<file path="config.mk">
export PLATFORM = sky130hd
export DESIGN_NAME = two_level_page_table_walker_unit
export DESIGN_NICKNAME = d
export VERILOG_FILES = /design/src/rtl/core/ptw_pkg.sv /design/src/rtl/core/ptw_walk.sv /design/src/rtl/core/two_level_page_table_walker_unit.sv
export SDC_FILE = /design/constraint.sdc
export NUM_CORES = 1
export LEC_CHECK = 0
export BUFFER_PORTS_ARGS = -buffer_cell sky130_fd_sc_hd__buf_2
export CELL_PAD_IN_SITES_DETAIL_PLACEMENT = 0
export CELL_PAD_IN_SITES_GLOBAL_PLACEMENT = 1
export CORE_ASPECT_RATIO = 0.9
export CORE_MARGIN = 8
export CORE_UTILIZATION = 41
export CTS_CLUSTER_DIAMETER = 30
export DETAILED_ROUTE_END_ITERATION = 16
export GPL_TIMING_DRIVEN = 0
export PLACE_DENSITY = 0.77
export SLEW_MARGIN = 20
export SYNTH_ARGS = -nofsm -noshare
export SYNTH_HDL_FRONTEND = slang
export SYNTH_SLANG_ARGS = --single-unit
</file>
<file path="constraint.sdc">
create_clock -name clk_i -period 2.7 [get_ports clk_i]
set_clock_uncertainty 0.15 [all_clocks]
set_input_delay 0.135 -clock clk_i [delete_from_list [all_inputs] [get_ports clk_i]]
set_output_delay 0.135 -clock clk_i [all_outputs]
set_load 0.1 [all_outputs]
</file>
<file path="src/rtl/core/ptw_pkg.sv">
`timescale 1ns / 1ps
// ----------------------------------------------------------------------------
// ptw_pkg
// Shared types, constants and address helpers of the page table walker.
// ----------------------------------------------------------------------------
package ptw_pkg;

  localparam int UPPER_INDEX_BITS = 10;
  localparam int LOWER_INDEX_BITS = 10;
  localparam int ADDRESS_BITS     = 32;

  localparam int WORD_BITS   = 32;
  localparam int UPPER_SHIFT = ADDRESS_BITS - UPPER_INDEX_BITS;
  localparam int OFFSET_BITS = (ADDRESS_BITS - UPPER_INDEX_BITS - LOWER_INDEX_BITS < 0) ?
                               0 : ADDRESS_BITS - UPPER_INDEX_BITS - LOWER_INDEX_BITS;

  localparam logic [WORD_BITS-1:0] ADDR_MASK   = WORD_BITS'((64'(1) << ADDRESS_BITS) - 64'(1));
  localparam logic [WORD_BITS-1:0] UPPER_MASK  = WORD_BITS'((64'(1) << UPPER_INDEX_BITS) - 64'(1));
  localparam logic [WORD_BITS-1:0] BELOW_MASK  = WORD_BITS'((64'(1) << UPPER_SHIFT) - 64'(1));
  localparam logic [WORD_BITS-1:0] OFFSET_MASK = WORD_BITS'((64'(1) << OFFSET_BITS) - 64'(1));

  // command codes
  localparam logic [1:0] CMD_TRANSLATE  = 2'd0;
  localparam logic [1:0] CMD_READ_DATA  = 2'd1;
  localparam logic [1:0] CMD_FAULT_DONE = 2'd2;

  typedef enum logic [2:0] {
    KIND_READ       = 3'd0,
    KIND_FAULT      = 3'd1,
    KIND_DONE       = 3'd2,
    KIND_UNRESOLVED = 3'd3,
    KIND_PROTOCOL   = 3'd4
  } kind_e;

  typedef struct packed {
    logic [1:0]           cmd;
    logic [WORD_BITS-1:0] virtual_address;
    logic [WORD_BITS-1:0] read_data;
  } in_item_t;

  typedef struct packed {
    kind_e                kind;
    logic [WORD_BITS-1:0] address;
  } out_item_t;

  function automatic logic [WORD_BITS-1:0] upper_index(input logic [WORD_BITS-1:0] va);
    return (va >> UPPER_SHIFT) & UPPER_MASK;
  endfunction

  function automatic logic [WORD_BITS-1:0] lower_index(input logic [WORD_BITS-1:0] va);
    return (va & BELOW_MASK) >> OFFSET_BITS;
  endfunction

  function automatic logic [WORD_BITS-1:0] offset_part(input logic [WORD_BITS-1:0] va);
    return va & OFFSET_MASK;
  endfunction

endpackage

</file>
<file path="src/rtl/core/ptw_walk.sv">
`timescale 1ns / 1ps
// ----------------------------------------------------------------------------
// ptw_walk
// Walk state machine: takes one item per issue, updates the walk state and
// loads the result register.
// ----------------------------------------------------------------------------
module ptw_walk
  import ptw_pkg::*;
(
  input  logic                 clk_i,
  input  logic                 rst_ni,
  input  logic                 issue_i,
  input  in_item_t             item_i,
  input  logic [WORD_BITS-1:0] base_i,
  output out_item_t            res_o
);

  typedef enum logic [2:0] {
    PH_IDLE,
    PH_UPPER_READ,
    PH_UPPER_FAULT,
    PH_UPPER_RETRY,
    PH_LOWER_READ,
    PH_LOWER_FAULT,
    PH_LOWER_RETRY
  } phase_e;

  phase_e               phase_q, phase_d;
  logic [WORD_BITS-1:0] sva_q, sva_d;
  logic [WORD_BITS-1:0] entry_q, entry_d;
  out_item_t            res_q, res_d;
  logic [WORD_BITS-1:0] va;

  assign va = item_i.virtual_address & ADDR_MASK;

  always_comb begin
    phase_d       = phase_q;
    sva_d         = sva_q;
    entry_d       = entry_q;
    res_d.kind    = KIND_PROTOCOL;
    res_d.address = '0;
    case (phase_q)
      PH_IDLE: begin
        if (item_i.cmd == CMD_TRANSLATE) begin
          sva_d         = va;
          entry_d       = base_i + (upper_index(va) << 2);
          phase_d       = PH_UPPER_READ;
          res_d.kind    = KIND_READ;
          res_d.address = entry_d;
        end
      end
      PH_UPPER_READ, PH_UPPER_RETRY: begin
        if (item_i.cmd == CMD_READ_DATA) begin
          if (item_i.read_data != '0) begin
            entry_d       = item_i.read_data + (lower_index(sva_q) << 2);
            phase_d       = PH_LOWER_READ;
            res_d.kind    = KIND_READ;
            res_d.address = entry_d;
          end else if (phase_q == PH_UPPER_READ) begin
            phase_d       = PH_UPPER_FAULT;
            res_d.kind    = KIND_FAULT;
            res_d.address = sva_q;
          end else begin
            phase_d       = PH_IDLE;
            res_d.kind    = KIND_UNRESOLVED;
            res_d.address = sva_q;
          end
        end
      end
      PH_LOWER_READ, PH_LOWER_RETRY: begin
        if (item_i.cmd == CMD_READ_DATA) begin
          if (item_i.read_data != '0) begin
            phase_d       = PH_IDLE;
            res_d.kind    = KIND_DONE;
            res_d.address = item_i.read_data + offset_part(sva_q);
          end else if (phase_q == PH_LOWER_READ) begin
            phase_d       = PH_LOWER_FAULT;
            res_d.kind    = KIND_FAULT;
            res_d.address = sva_q;
          end else begin
            phase_d       = PH_IDLE;
            res_d.kind    = KIND_UNRESOLVED;
            res_d.address = sva_q;
          end
        end
      end
      PH_UPPER_FAULT, PH_LOWER_FAULT: begin
        if (item_i.cmd == CMD_FAULT_DONE) begin
          phase_d       = (phase_q == PH_UPPER_FAULT) ? PH_UPPER_RETRY : PH_LOWER_RETRY;
          res_d.kind    = KIND_READ;
          res_d.address = entry_q;
        end
      end
      default: begin
        phase_d = phase_q;
      end
    endcase
  end

  always_ff @(posedge clk_i or negedge rst_ni) begin
    if (!rst_ni) begin
      phase_q       <= PH_IDLE;
      sva_q         <= '0;
      entry_q       <= '0;
      res_q.kind    <= KIND_READ;
      res_q.address <= '0;
    end else if (issue_i) begin
      phase_q <= phase_d;
      sva_q   <= sva_d;
      entry_q <= entry_d;
      res_q   <= res_d;
    end
  end

  assign res_o = res_q;

endmodule

</file>
<file path="src/rtl/core/two_level_page_table_walker_unit.sv">
`timescale 1ns / 1ps
// ----------------------------------------------------------------------------
// two_level_page_table_walker_unit
// Two-level page table walker with a valid/stall item interface.
// ----------------------------------------------------------------------------
// Every accepted item (translate request, returned entry word or fault-handled
// notice) gives exactly one result item: a read request, a fault request, a
// finished translation, an unresolved fault or a protocol error. An item is
// held in the input register and is then processed by the walk stage into
// the result register, which offers it until it is taken; a stall of the
// output holds the next item in the input register. One item per cycle is
// sustained while the output does not stall; the walk state written by the
// walk stage is ready for the next item in the following cycle. The upper
// table base register is sampled when a translate request is processed.
module two_level_page_table_walker_unit
  import ptw_pkg::*;
(
  input  logic                 clk_i,
  input  logic                 rst_ni,
  input  logic                 cfg_we_i,
  input  logic [WORD_BITS-1:0] cfg_wdata_i,
  input  logic                 in_valid_i,
  output logic                 in_stall_o,
  input  in_item_t             in_item_i,
  output logic                 out_valid_o,
  input  logic                 out_stall_i,
  output out_item_t            out_item_o
);

  logic [WORD_BITS-1:0] base_q;
  logic                 s1_valid_q;
  in_item_t             s1_item_q;
  logic                 out_valid_q;
  logic                 out_free;
  logic                 advance;
  logic                 in_fire;

  assign out_free   = !out_valid_q || !out_stall_i;
  assign advance    = s1_valid_q && out_free;
  assign in_stall_o = s1_valid_q && !advance;
  assign in_fire    = in_valid_i && !in_stall_o;

  always_ff @(posedge clk_i or negedge rst_ni) begin
    if (!rst_ni) begin
      base_q <= '0;
    end else if (cfg_we_i) begin
      base_q <= cfg_wdata_i;
    end
  end

  always_ff @(posedge clk_i or negedge rst_ni) begin
    if (!rst_ni) begin
      s1_valid_q  <= 1'b0;
      out_valid_q <= 1'b0;
    end else begin
      if (in_fire) begin
        s1_valid_q <= 1'b1;
      end else if (advance) begin
        s1_valid_q <= 1'b0;
      end
      if (advance) begin
        out_valid_q <= 1'b1;
      end else if (!out_stall_i) begin
        out_valid_q <= 1'b0;
      end
    end
  end

  always_ff @(posedge clk_i) begin
    if (in_fire) begin
      s1_item_q <= in_item_i;
    end
  end

  ptw_walk u_walk (
    .clk_i   (clk_i),
    .rst_ni  (rst_ni),
    .issue_i (advance),
    .item_i  (s1_item_q),
    .base_i  (base_q),
    .res_o   (out_item_o)
  );

  assign out_valid_o = out_valid_q;

  // a processed item always shows up as a result in the next cycle
  assert property (@(posedge clk_i) disable iff (!rst_ni) advance |=> out_valid_q)
    else $error("processed item did not reach the result register");

  assert property (@(posedge clk_i) disable iff (!rst_ni) in_stall_o |-> s1_valid_q)
    else $error("input stalled with an empty input register");

  assert property (@(posedge clk_i) disable iff (!rst_ni)
                   (out_valid_o && out_item_o.kind == KIND_PROTOCOL) |-> out_item_o.address == '0)
    else $error("protocol error result with nonzero address");

  // a held result must not be overwritten
  assert property (@(posedge clk_i) disable iff (!rst_ni)
                   (out_valid_q && out_stall_i) |-> !advance)
    else $error("result overwritten while stalled");

endmodule
</file>
### Word level (Yosys, flattened, before mapping)

Index checks and enable logic that the tools add are counted.

| cells by class | value |
|---|---|
| add/sub/neg operators | 3 |
| equality and inequality tests | 14 |
| multiplexer cells | 27 |
| reduce and logical (&&, ||, !) cells | 20 |

Operators by type and width:

| kind | count |
|---|---|
| 35-bit 2-to-1 mux | 6 |
| 35-bit case mux with 4 select lines | 1 |
| 32-bit by 12-bit adder with 32-bit output | 3 |
| 32-bit 2-to-1 mux | 3 |
| 34-bit 2-to-1 mux | 2 |
| 32-bit case mux with 2 select lines | 1 |
| 32-bit nonzero test | 1 |
| 3-bit 2-to-1 mux | 8 |
| 2-bit by 1-bit inequality test with 1-bit output, second input constant | 6 |
| 3-bit case mux with 4 select lines | 1 |
| 3-bit == test, second input constant | 3 |
| 3-bit by 2-bit == test with 1-bit output, second input constant | 2 |
| 6-bit AND reduction | 1 |
| 2-bit OR reduction | 3 |
| 5-bit AND reduction | 1 |
| 1-bit logical NOT | 4 |
| 1-bit 2-to-1 mux | 4 |
| 2-bit nonzero test | 2 |
| 4-bit nonzero test | 1 |
| 3-bit by 1-bit == test with 1-bit output, second input constant | 1 |
| 1-bit logical AND | 3 |
| 3-bit logical NOT | 1 |
| 3-bit AND reduction | 1 |
| 2-bit by 1-bit == test with 1-bit output, second input constant | 1 |
| other kinds (4) | 4 |

| word-level totals | value |
|---|---|
| bits of input ports | 103 |
| register bits after elaboration | 202 |
| output and inout port bits | 37 |
| logic and storage cells | 75 |

### Longest topological paths before layout

| logic depth | value |
|---|---|
| word-level depth | 8 |
| mapped depth | 11 |

### Modules after synthesis

Synthesis repeated with hierarchy kept, for this count alone.

| second synthesis, totals | value |
|---|---|
| cells, all modules | 1,174 |
| area, all modules | 11,707.5 µm² |

Modules (own cells, without submodules):

| module | sequential area each (µm²) | area an instance (µm²) | times used | cells each |
|---|---|---|---|---|
| ptw_walk | 2,552.4 | 8,294.2 | 1 | 1,032 |
| two_level_page_table_walker_unit | 2,832.7 | 3,413.3 | 1 | 142 |

### Worst setup path after synthesis

Ideal clock, no wire load.

| timing | value |
|---|---|
| path type | register to register |
| from | reg out_valid_q (netlist: out_valid_o) |
| to | reg s1_item_q[0] (netlist bit), enable pin |
| cell stages (with the launch flop) | 3 |
| arrival time | 2,588 ps |
| data required time | 2,119 ps |
| clock period less this slack | 3,169 ps |
| path buffers | 0 |
| slack | -469 ps |
| setup time | 431 ps |
| cells stage by stage | dfrtp_1 > nand3_1 > and2_1 |

| between the ends | value |
|---|---|
| longest elaborated chain between the ends | 7 |

Ends and longest elaborated chain:

| element | RTL line | RTL |
|---|---|---|
| from (decl) | two_level_page_table_walker_unit.sv:33 | `logic out_valid_q;` |
| from (signal assigned) | two_level_page_table_walker_unit.sv:54 | `out_valid_q <= 1'b0;` |
| from (signal assigned) | two_level_page_table_walker_unit.sv:62 | `out_valid_q <= 1'b1;` |
| from (signal assigned) | two_level_page_table_walker_unit.sv:64 | `out_valid_q <= 1'b0;` |
| 1-bit logical NOT | two_level_page_table_walker_unit.sv:38 | `assign out_free = !out_valid_q \|\| !out_stall_i;` |
| 1-bit logical OR | two_level_page_table_walker_unit.sv:38 |  |
| 1-bit logical AND | two_level_page_table_walker_unit.sv:39 | `assign advance = s1_valid_q && out_free;` |
| 1-bit logical NOT | two_level_page_table_walker_unit.sv:40 | `assign in_stall_o = s1_valid_q && !advance;` |
| 1-bit logical AND | two_level_page_table_walker_unit.sv:40 |  |
| 1-bit logical NOT | two_level_page_table_walker_unit.sv:41 | `assign in_fire = in_valid_i && !in_stall_o;` |
| 1-bit logical AND | two_level_page_table_walker_unit.sv:41 |  |
| net in_fire | two_level_page_table_walker_unit.sv:36 | `logic in_fire;` |
| to (signal assigned) | two_level_page_table_walker_unit.sv:71 | `s1_item_q <= in_item_i;` |
| to (decl) | two_level_page_table_walker_unit.sv:32 | `in_item_t s1_item_q;` |

The timed path passes the listed nets, and every way through them passes these cells.
A chain may end at the register's enable or synchronous reset.

### Final worst setup path

| timing | value |
|---|---|
| from | reg s1_item_q[4] (netlist bit) |
| to | reg u_walk.res_q (netlist bit u_walk.res_o[20]) |

| between the ends | value |
|---|---|
| longest elaborated chain between the ends | 4 |

Ends and longest elaborated chain:

| element | RTL line | RTL |
|---|---|---|
| 32-bit by 12-bit adder with 32-bit output (tied with other cells) | ptw_walk.sv:75 | `res_d.address = item_i.read_data + offset_part(sva_q);` |
| 35-bit 2-to-1 mux, on equally long branches | ptw_walk.sv:72, ptw_walk.sv:54 |  |
| 35-bit 2-to-1 mux, on equally long branches | ptw_walk.sv:71, ptw_walk.sv:53 |  |
| 35-bit case mux with 4 select lines (*) | ptw_walk.sv:42 | `case (phase_q)` |
| to (signal assigned) | ptw_walk.sv:111 | `res_q <= res_d;` |
| to (decl) | ptw_walk.sv:31 | `out_item_t res_q, res_d;` |

Every way passes the cells marked *; elsewhere a longest branch is shown, timed or not.

==> metrics <==
first-pass GRT wire length a little over 70 mm; IO Pins between 100 and 150; DRC viols 0; FF+latch count, synth between 200 and 250; ANT cells 0; final WL approximately 50 mm; Tmin final 3080 ps; overall power 19800 uW; final setup vio count 62; CP Cell Sequence ha_4, a21o_1, a221oi_4, nand4b_1, buf_4, a2111o_1, a31o_2, a21oi_4, o221a_2; slew margin rel. 0.444; status finished with violations; IO buf count around 140; Worst IR Drop VDD 1.21 mV; Core ar. roughly 0.029 mm^2; Vias 12006; Total GRT Usage 0.272; RSZ-0062 raised after global routing yes; Final Max Tran Viols 0; # H-tree levels 2; post-route ant nets 0; router iterations before antenna repair 8; layout cells sized above 1 0.400; Final GP Congestion ~0.97; Clock power frac 0.312; Worst Path Arrival between 3000 and 4000 ps; Max Fclk approximately 320 MHz; Remaining Overflow, GRT 0; DIE HEIGHT 177 um; Net Count, Synth between 1000 and 1500; Syn Inst Count 1219; Initial Utilization 0.412; TNS Setup -11900 ps; largest net degree at the start of global routing 72; commonest non-fill, non-tap cell in the layout nand2_1; switch share 0.425; DR vias/cell about 5.9; post-DP HPWL about 34 mm; Combinational Power Share 0.442; sequential area share after synthesis 0.456; Post-synth ARST share 0.673; Reg power frac 0.246; Ys Warns 0; fin worst setup slack -382 ps; vias in the first global route between 10000 and 15000; Slowest-stage cell, CP edfxtp_1; final hold slack 0.0761 ps; Cell Pwr Density approximately 1100 mW/mm^2; worst hold path class in -> reg; Clock Sinks 202; CTS root buf clkbuf_16; Max-Cap Viols 0; worst skew pair latency 580 ps; Slew @ Worst Pin about 830 ps; Post-Syn Area roughly 0.012 mm^2; most frequent cells in the layout nand2_1 (174), buf_2 (149), dfrtp_1 (134); Placed Instances around 1700; Main synth FF type dfrtp_1; initial DRC count roughly 1300; Post-synth EDFFs 66; Fin. Hold Viols 0; Non-Filler Instances 2018; synthesized area per cell around 9.7 um^2; Startpoint Class register; CP required roughly 3100 ps; pre-CTS WS -1020 ps; Chip Width around 190 um; Worst path max stage delay approximately 500 ps; Rows just under 60; Area Growth Syn to Fin 59.0%; Clock Pin Slew Worst Setup and Hold Paths ~50 ps; CTS tree done; failing checks setup timing; NetSw roughly 8400 uW; fin crit share 1.14; clk buf depth 3; drt wl/cell approximately 25 um; Worst Path Class, Setup reg -> reg; Inserted Clock Buffers 48; cell internal pwr between 10000 and 15000 uW; Netlist cell types 87; nets about 1800; CP endpoint kind register; antenna violations before repair 0; Worst Path Max Fanout 5; DIE AREA between 0.03 and 0.04 mm^2; LEAKAGE 0.00778 uW
state kept, by name (all words and copies together), names as in the netlist:
name	flops
u_walk.entry_q	32
u_walk.sva_q	32
s1_valid_q	1
s1_item_q	66
u_walk.res_o	35
out_valid_o	1
u_walk.phase_q	3
base_q	32
final cells by class:
class | count | area, um^2
Clock inverter | 31 | 457
Timing Repair Buffer | 352 | 2950
Sequential cell | 202 | 5390
Inverter | 15 | 56.3
Clock buffer | 58 | 1280
Multi-Input combinational cell | 923 | 7690
Tap cell | 366 | 458
Fill cell | 2219 | 9870
Buffer | 71 | 490
critical path, delay by kind of cell (launching register included):
kind            cells  cell delay [ps]
compound gates      6             1470
fa+ha+maj           1              350
buf+inv             1              220
flops               1              500
simple gates        1              320
repair_timing:
item / 4_1_cts / 5_1_grt
resized for setup: 237 / 219
gates cloned: 2 / 6
endpoints found under the hold margin: 246 / 0
buffers inserted: 65 / 37
pin swaps: 79 / 105
endpoints found under the setup margin: 101 / 98
hold buffers: 104 / 0
metal layers:
metal / vias up / GRT usage / part of all wire
met5: - / 0 / 0
met1: 5890 / 0.358 / 0.42
met3: 145 / 0.0563 / 0.082
li1: 5366 / - / -
met2: 605 / 0.437 / 0.46
met4: 0 / 0.107 / 0.042
power by group through the flow:
stage | clock network (uW) | registers (uW) | logic, uW
2_1_floorplan | 0 | 5740 | 3240
3_3_place_gp | 0 | 4710 | 6230
3_5_place_dp | 0 | 4730 | 6280
4_1_cts | 6230 | 4760 | 7660
5_1_grt | 6400 | 4930 | 9190
6_report | 6180 | 4890 | 8770
path summary, 6_finish.rpt:
| kind | start | endpoint | slack, ps | cells after the start |
|---|---|---|---|---|
| min in group asynchronous | rst_ni | u_walk.entry_q[17] | 450 | 3 |
| hold reg to reg | s1_item_q[34] | u_walk.sva_q[2] | 280 | 2 |
| max in group asynchronous | rst_ni | u_walk.sva_q[12] | 1270 | 4 |
| hold / removal | cfg_we_i | base_q[4] | 0.08 | 2 |
| setup / recovery | s1_item_q[4] | u_walk.res_o[20] | -380 | 9 |
| setup reg to reg | s1_item_q[4] | u_walk.res_o[20] | -380 | 9 |
stage by stage:
step | cell area [um^2] | utilization
after floorplan | 11800 | -
after global placement | 13000 | 0.453
after detailed placement | 13000 | 0.455
after CTS | 17500 | 0.611
after global routing | 18800 | 0.655
final | 18800 | 0.655
cells in the mapped netlist, drive strengths merged, types with 4 or more instances:
master,count,area [um^2]
or4,4,33.8
nor4,13,93.8
dfrtp,136,3400
nor3,10,55.1
a211oi,20,165
a221oi,18,164
a21boi,6,45.0
clkbuf,51,193
a2111oi,6,78.8
nor2,60,238
mux2,30,338
a22oi,10,75.1
a21o,19,143
a222oi,5,50.1
xor2,26,228
xnor2,38,333
and3,18,113
a31o,4,35.0
nand4,14,87.6
o31ai,8,65.1
and2,12,75.1
nor2b,4,25.0
o2111ai,4,41.3
o211ai,17,128
nor3b,4,30.0
a21oi,72,360
a22o,5,43.8
a31oi,23,144
or2,4,25.0
mux2i,19,190
o21ai,101,505
a211o,9,80.1
buf,28,155
o221ai,7,61.3
or3,6,37.5
edfxtp,66,1980
o21a,9,67.6
nand3,30,150
ha,34,425
and4,8,70.1
inv,15,56.3
nand2,199,747
logic make-up (layout without fill, tap and decap cells):
logic type	after synthesis	after routing	synth area share
AOI/OAI and AO/OA	378	378	0.220
xor gates and xnor gates	64	64	0.0475
adders and majority gates	37	37	0.0411
buffers and inverters	94	527	0.0342
DFF	202	202	0.456
muxes	49	49	0.0447
and+or+nand+nor	395	395	0.157
Power figures use the tool's default switching activity.
